<file path="config.mk">
export PLATFORM = sky130hd
export DESIGN_NAME = atrp_sumsq
export DESIGN_NICKNAME = d
export VERILOG_FILES = /design/src/hw/rtl/atrp_pkg.sv /design/src/hw/rtl/atrp_sumsq.sv
export SDC_FILE = /design/constraint.sdc
export NUM_CORES = 2
export LEC_CHECK = 0
export ABC_AREA = 1
export BUFFER_PORTS_ARGS = -buffer_cell sky130_fd_sc_hd__buf_2
export CORE_AREA = 2 2 269 271
export DETAILED_ROUTE_END_ITERATION = 7
export DIE_AREA = 0 0 271 273
export PLACE_DENSITY = 0.75
export SYNTH_ARGS = -nofsm -noshare
export SYNTH_HDL_FRONTEND = slang
export SYNTH_SLANG_ARGS = --single-unit
</file>
<file path="constraint.sdc">
create_clock -name clk -period 5 [get_ports clk]
set_input_delay 0 -clock clk [delete_from_list [all_inputs] [get_ports clk]]
set_output_delay 0 -clock clk [all_outputs]
set_load 0.02 [all_outputs]
</file>
<file path="src/hw/rtl/atrp_pkg.sv">
// Shared types, constants and angle table for the accelerometer tilt block.
package atrp_pkg;

  localparam int FRAC_BITS   = 13;
  localparam int CORDIC_ITER = 16;
  localparam int SQRT_STAGES = 24;   // result bits of floor(sqrt(s << 16))
  localparam int SQRT_IN_W   = 48;
  localparam int ROOT_W      = 24;
  localparam int REM_W       = 25;
  localparam int XY_W        = 27;
  localparam int Z_W         = 17;
  localparam int ANGLE_W     = 15;
  localparam int CODE_W      = 7;
  localparam int MAG_W       = 16;
  localparam int SUM_W       = 32;

  localparam logic [31:0] HALF_PI_Q30 = 32'h6487ED51;

  localparam logic [31:0] ATAN_Q30 [24] = '{
    32'h3243F6A8, 32'h1DAC6705, 32'h0FADBAFC, 32'h07F56EA6,
    32'h03FEAB76, 32'h01FFD55B, 32'h00FFFAAA, 32'h007FFF55,
    32'h003FFFEA, 32'h001FFFFD, 32'h000FFFFF, 32'h0007FFFF,
    32'h0003FFFF, 32'h0001FFFF, 32'h0000FFFF, 32'h00007FFF,
    32'h00003FFF, 32'h00001FFF, 32'h00000FFF, 32'h000007FF,
    32'h000003FF, 32'h000001FF, 32'h000000FF, 32'h0000007F
  };

  // round half up from 2^30 scale to FRAC_BITS
  function automatic logic [Z_W-1:0] q30_round(input logic [31:0] v);
    logic [32:0] t;
    t = {1'b0, v} + (33'd1 << (29 - FRAC_BITS));
    return Z_W'(t >> (30 - FRAC_BITS));
  endfunction

  localparam logic [Z_W-1:0] HALF_PI = q30_round(HALF_PI_Q30);

  typedef struct packed {
    logic signed [15:0] accel_x;
    logic signed [15:0] accel_y;
    logic signed [15:0] accel_z;
  } accel_in_t;

  typedef struct packed {
    logic signed [ANGLE_W-1:0] roll_angle;
    logic signed [ANGLE_W-1:0] pitch_angle;
    logic [CODE_W-1:0]         roll_code;
    logic [CODE_W-1:0]         pitch_code;
  } tilt_out_t;

  // per-item tag that rides along the pipeline; lane 0 is roll, lane 1 pitch
  typedef struct packed {
    logic                       vld;
    logic [1:0]                 neg;
    logic [1:0]                 zero;
    logic [1:0][MAG_W-1:0]      mag;
  } tag_t;

endpackage

</file>
<file path="src/hw/rtl/atrp_sumsq.sv">
// Squares of the three axes and the two sums of squares, two stages.
module atrp_sumsq (
  input  logic                                clk,
  input  logic                                rst,
  input  logic                                en,
  input  logic                                in_vld,
  input  atrp_pkg::accel_in_t                 in_data,
  output atrp_pkg::tag_t                      tag_out,
  output logic [1:0][atrp_pkg::SUM_W-1:0]     sum_out
);
  import atrp_pkg::*;

  logic [SUM_W-1:0] sq_x, sq_y, sq_z;
  tag_t             tag1;
  tag_t             tag1_next;
  logic signed [31:0] px, py, pz;

  assign px = in_data.accel_x * in_data.accel_x;
  assign py = in_data.accel_y * in_data.accel_y;
  assign pz = in_data.accel_z * in_data.accel_z;

  always_comb begin
    tag1_next.vld     = in_vld;
    // roll numerator is accel_y, pitch numerator is -accel_x
    tag1_next.neg[0]  = in_data.accel_y[15];
    tag1_next.zero[0] = (in_data.accel_y == 16'sd0);
    tag1_next.mag[0]  = in_data.accel_y[15] ? MAG_W'(-in_data.accel_y)
                                            : MAG_W'(in_data.accel_y);
    tag1_next.neg[1]  = !in_data.accel_x[15] && (in_data.accel_x != 16'sd0);
    tag1_next.zero[1] = (in_data.accel_x == 16'sd0);
    tag1_next.mag[1]  = in_data.accel_x[15] ? MAG_W'(-in_data.accel_x)
                                            : MAG_W'(in_data.accel_x);
  end

  always_ff @(posedge clk) begin
    if (en) begin
      sq_x <= SUM_W'(px);
      sq_y <= SUM_W'(py);
      sq_z <= SUM_W'(pz);
      tag1 <= tag1_next;
      tag_out    <= tag1;
      sum_out[0] <= sq_x + sq_z;
      sum_out[1] <= sq_y + sq_z;
    end
    if (rst) begin
      tag1.vld    <= 1'b0;
      tag_out.vld <= 1'b0;
    end
  end

endmodule

</file>
==> Word-level counts from Yosys, hierarchy flattened <==
Index checks and enable logic that the tools add are counted.
{ "word_totals": {"register_bits": 234, "input_bits": 52, "output_inout_bits": 101, "word_cells": 31} }
{ "classes": {"add_sub_neg": 4, "n_mul": 3, "n_mux": 2, "reduce_logical": 5} }
{ "op_table": {"columns": ["cell", "n"], "rows": [
  ["16-bit by 16-bit multiplier with 32-bit output", 3],
  ["32-bit adder", 2],
  ["16-bit logical NOT", 2],
  ["16-bit negator", 2],
  ["15-bit 2-to-1 mux", 2],
  ["16-bit nonzero test", 1],
  ["1-bit logical AND", 1],
  ["1-bit logical NOT", 1]
]} }

==> Depth between registers and ports, before layout <==
{ "logic_depth": {"word_depth": 2, "mapped_depth": 28, "ltp_nobuf": 26} }

==> Worst setup path before layout <==
Ideal clock, no wire load.
{ "synth_timing": {"path_kind": "in2reg", "start": "in in_data[47] in the netlist's numbering", "end": "reg sq_x[31] (data pin)", "setup_time_ps": 252, "arrival_ps": 5074, "required_time_ps": 4748, "slack_ps": -326, "stages": 22, "n_path_buf": 2, "path_cell_list": "clkbuf_1 -> clkbuf_1 -> nand2_1 -> inv_1 -> fa_1 -> fa_1 -> fa_1 -> inv_1 -> fa_1 -> fa_1 -> fa_1 -> inv_1 -> ha_1 -> inv_1 -> nor3_1 -> nand2_1 -> nor2_1 -> nand2_1 -> inv_1 -> nor2_1 -> nand2_1 -> nand2_1"} }
{ "synth_via": {"elab_chain_cells": 1} }
{ "synth_rtl": {"columns": ["element", "line_no", "source"], "rows": [
  ["start: declaration", "atrp_sumsq.sv:7", "input atrp_pkg::accel_in_t in_data,"],
  ["16-bit by 16-bit multiplier with 32-bit output", "atrp_sumsq.sv:18", "assign px = in_data.accel_x * in_data.accel_x;"],
  ["via px[31]", "atrp_sumsq.sv:16", "logic signed [31:0] px, py, pz;"],
  ["end signal: assignment", "atrp_sumsq.sv:37", "sq_x <= SUM_W'(px);"],
  ["end: declaration", "atrp_sumsq.sv:13", "logic [SUM_W-1:0] sq_x, sq_y, sq_z;"]
]} }
The timed path passes the listed nets, and every way through them passes these cells.
A chain may end at the register's enable or synchronous reset.

==> Final worst setup path <==
{ "layout_timing": {"start": "in in_data[32] in the netlist's numbering", "end": "reg sq_x[30] (data pin)"} }
Same word-level chain as after synthesis.

==> metrics.txt <==
die area 73980 um^2; crit start category primary input; Crit path required time 5350 ps; fin cells 6677; # setup viols final 0; Final min period 4765 ps; top-area cell type share of the netlist area 0.3373; vias in the first global route 34857; Post-DP HPWL 90710 um; clock skew 28.02 ps; final-stage net count 6793; Worst Max-Slew Pin Slew 938.9 ps; Final Cycle Share 0.9530; FP Rows 98; # IOs 153; status complete, no violations; clk root buf clkbuf_16; Cells after Synth 5169; largest net degree at the start of global routing 121; Post-Synthesis Cell Area 41720 um^2; routability cong. 0.9693; Die Width 271 um; Mapped Nets 6259; DRC marker count from the first detailed-route iteration 2101; Global Route Usage Sum 0.2935; CP max FO 9; Layout area overhead 14.89%; layout cells sized above 1 0.1359; Setup crit end kind flop; commonest non-fill, non-tap cell in the layout inv_1; Routed Antenna Nets 0; worst rel slew slack 0.3741; Worst Path Class, Setup primary input to flop; Post-synth top flop edfxtp_1; vias per std cell 5.035; Max Clk Rate 209.9 MHz; wire per inst 15.67 um; area leader, netlist fa_1; crit path DAT 5110 ps; synth unique cells 42; Cell Count Post-Placement 6605; Seq cells post-synth 229; Reg clk slew, reported paths 70 ps; CTS tree done; Final Hold Viols 0; count of port buffers added during placement 152; YS warnings 0; initial antenna violation count 3; number of synthesized flops with an enable pin 227; later-pin clock latency in the skew report 610 ps; routed vias 33620; core area 71000 um^2; first-pass GRT wire length 173000 um; DRC 0; ys async rst share 0; total CTS buffers 29; clk buf depth 3; placed instance area 46650 um^2; Final Max Slew Viols 0; final instance area 47930 um^2; Max H-tree Level 1; synth top area cells fa_1, edfxtp_1, inv_1, nand2_1, ha_1; RSZ-0062 raised after global routing no; die height 273 um; Sink Count 229; post-synthesis sequential area ratio 0.1643; grt total ovfl 0; most frequent cells in the layout inv_1, nand2_1, fa_1; Detailed Routing Iterations Pass 1 6; HP Class primary input to flop; syn_area_per_cell 8.071 um^2; WL final 104600 um; max cap viols 0; Filler Cell Count 5823; Initial Utilization 0.5877
-- sequential cells by signal, summed over array words and instances (netlist names) --
signal	cells
sq_x	31
sq_y	31
sum_out	64
tag1	35
sq_z	31
tag_out	37
-- metal layers --
layer	part of all wire	GRT usage	up-vias
li1	-	-	16217
met1	0.42	0.3833	16214
met2	0.49	0.5136	958
met3	0.053	0.02979	231
met4	0.037	0.09858	0
met5	0	0	-
-- final timing paths --
path	start	to	slack, ps	cells past startpoint
worst max-delay path	in_data[32]	sq_x[30]$_DFFE_PP_	230	20
worst min-delay path	in_data[30]	tag1[15]$_SDFFCE_PN0P_	40	3
worst max register to register	sq_z[8]$_DFFE_PP_	sum_out[17]$_DFFE_PP_	2550	8
worst min register to register	tag1[11]$_DFFE_PP_	tag_out[11]$_DFFE_PP_	410	0
-- layout make-up --
type,count,area [um^2],area share
Inverter,1510,5672,0.1183
Timing Repair Buffer,605,4307,0.08984
Tap cell,950,1189,0.02480
Clock inverter,21,210.2,0.004385
Sequential cell,229,6857,0.1430
Clock buffer,33,740.7,0.01545
Multi-Input combinational cell,3328,28960,0.6041
Antenna cell,1,2.502,0.00005220
-- synthesized netlist by cell type, types with 2 or more instances --
master,count
nor2_4,4
dfxtp_1,2
nand3_1,166
nor2_1,245
buf_6,2
nand4_1,55
a31oi_1,4
inv_2,9
o21ai_0,36
nand2_1,1312
nor4_1,2
nand2_2,32
nand3_2,8
ha_1,335
fa_1,703
nor3_2,6
edfxtp_1,227
a21oi_1,124
nor3_1,34
a21o_1,11
a31o_2,4
xnor2_1,16
nand3b_1,4
o21bai_2,2
o21ai_1,3
buf_2,24
a21oi_2,3
o21bai_1,40
and2_1,16
clkbuf_1,60
buf_1,16
nor2_2,26
inv_1,1499
or2_2,7
or2_1,2
xor2_1,123
clkinv_1,2
-- worst max-delay path, cell delays in order --
cell and delay (ps):
dlygate4sd3_1 530, clkbuf_4 210, inv_1 90, nand2_1 70
fa_1 480, fa_1 540, fa_1 430, fa_1 510
fa_1 420, fa_1 490, inv_1 50, ha_2 380
nand2_1 120, nor2_1 150, inv_1 90, nor2_2 140
and2_1 130, nand2_1 100, nand3_1 90, nand2_1 80
-- stage by stage --
step,worst slack (ps),util,setup TNS (ps),hold WS [ps]
floorplan,-1.463,-,-1.463,69.07
global placement,-277.2,0.6571,-6575,174.4
detailed placement,-391.0,0.6571,-11190,180.9
CTS,15.71,0.6730,0,7.204
global route,9.952,0.6751,0,49.55
finish,235.0,0.6752,0,42.99
-- cell families after synthesis --
| logic type | count (synthesis) | share of synthesized area |
|---|---|---|
| AND/OR/NAND/NOR | 1922 | 0.1909 |
| buffers and inverters | 1612 | 0.1461 |
| adder cells (fa/ha/maj) | 1038 | 0.4378 |
| AO/OA/AOI/OAI | 229 | 0.03173 |
| flip-flops | 229 | 0.1643 |
| XOR/XNOR | 139 | 0.02918 |
-- timing repair --
item / in CTS / in global routing
hold endpoints to repair: 28 / 0
buffers inserted: 0 / 0
gates resized for setup: 0 / 35
setup endpoints to repair: 0 / 27
hold buffers: 18 / 0
Power is left out: the tool's default activity adds up to more than one toggle a clock period on the data nets, which glitch-free logic cannot reach.
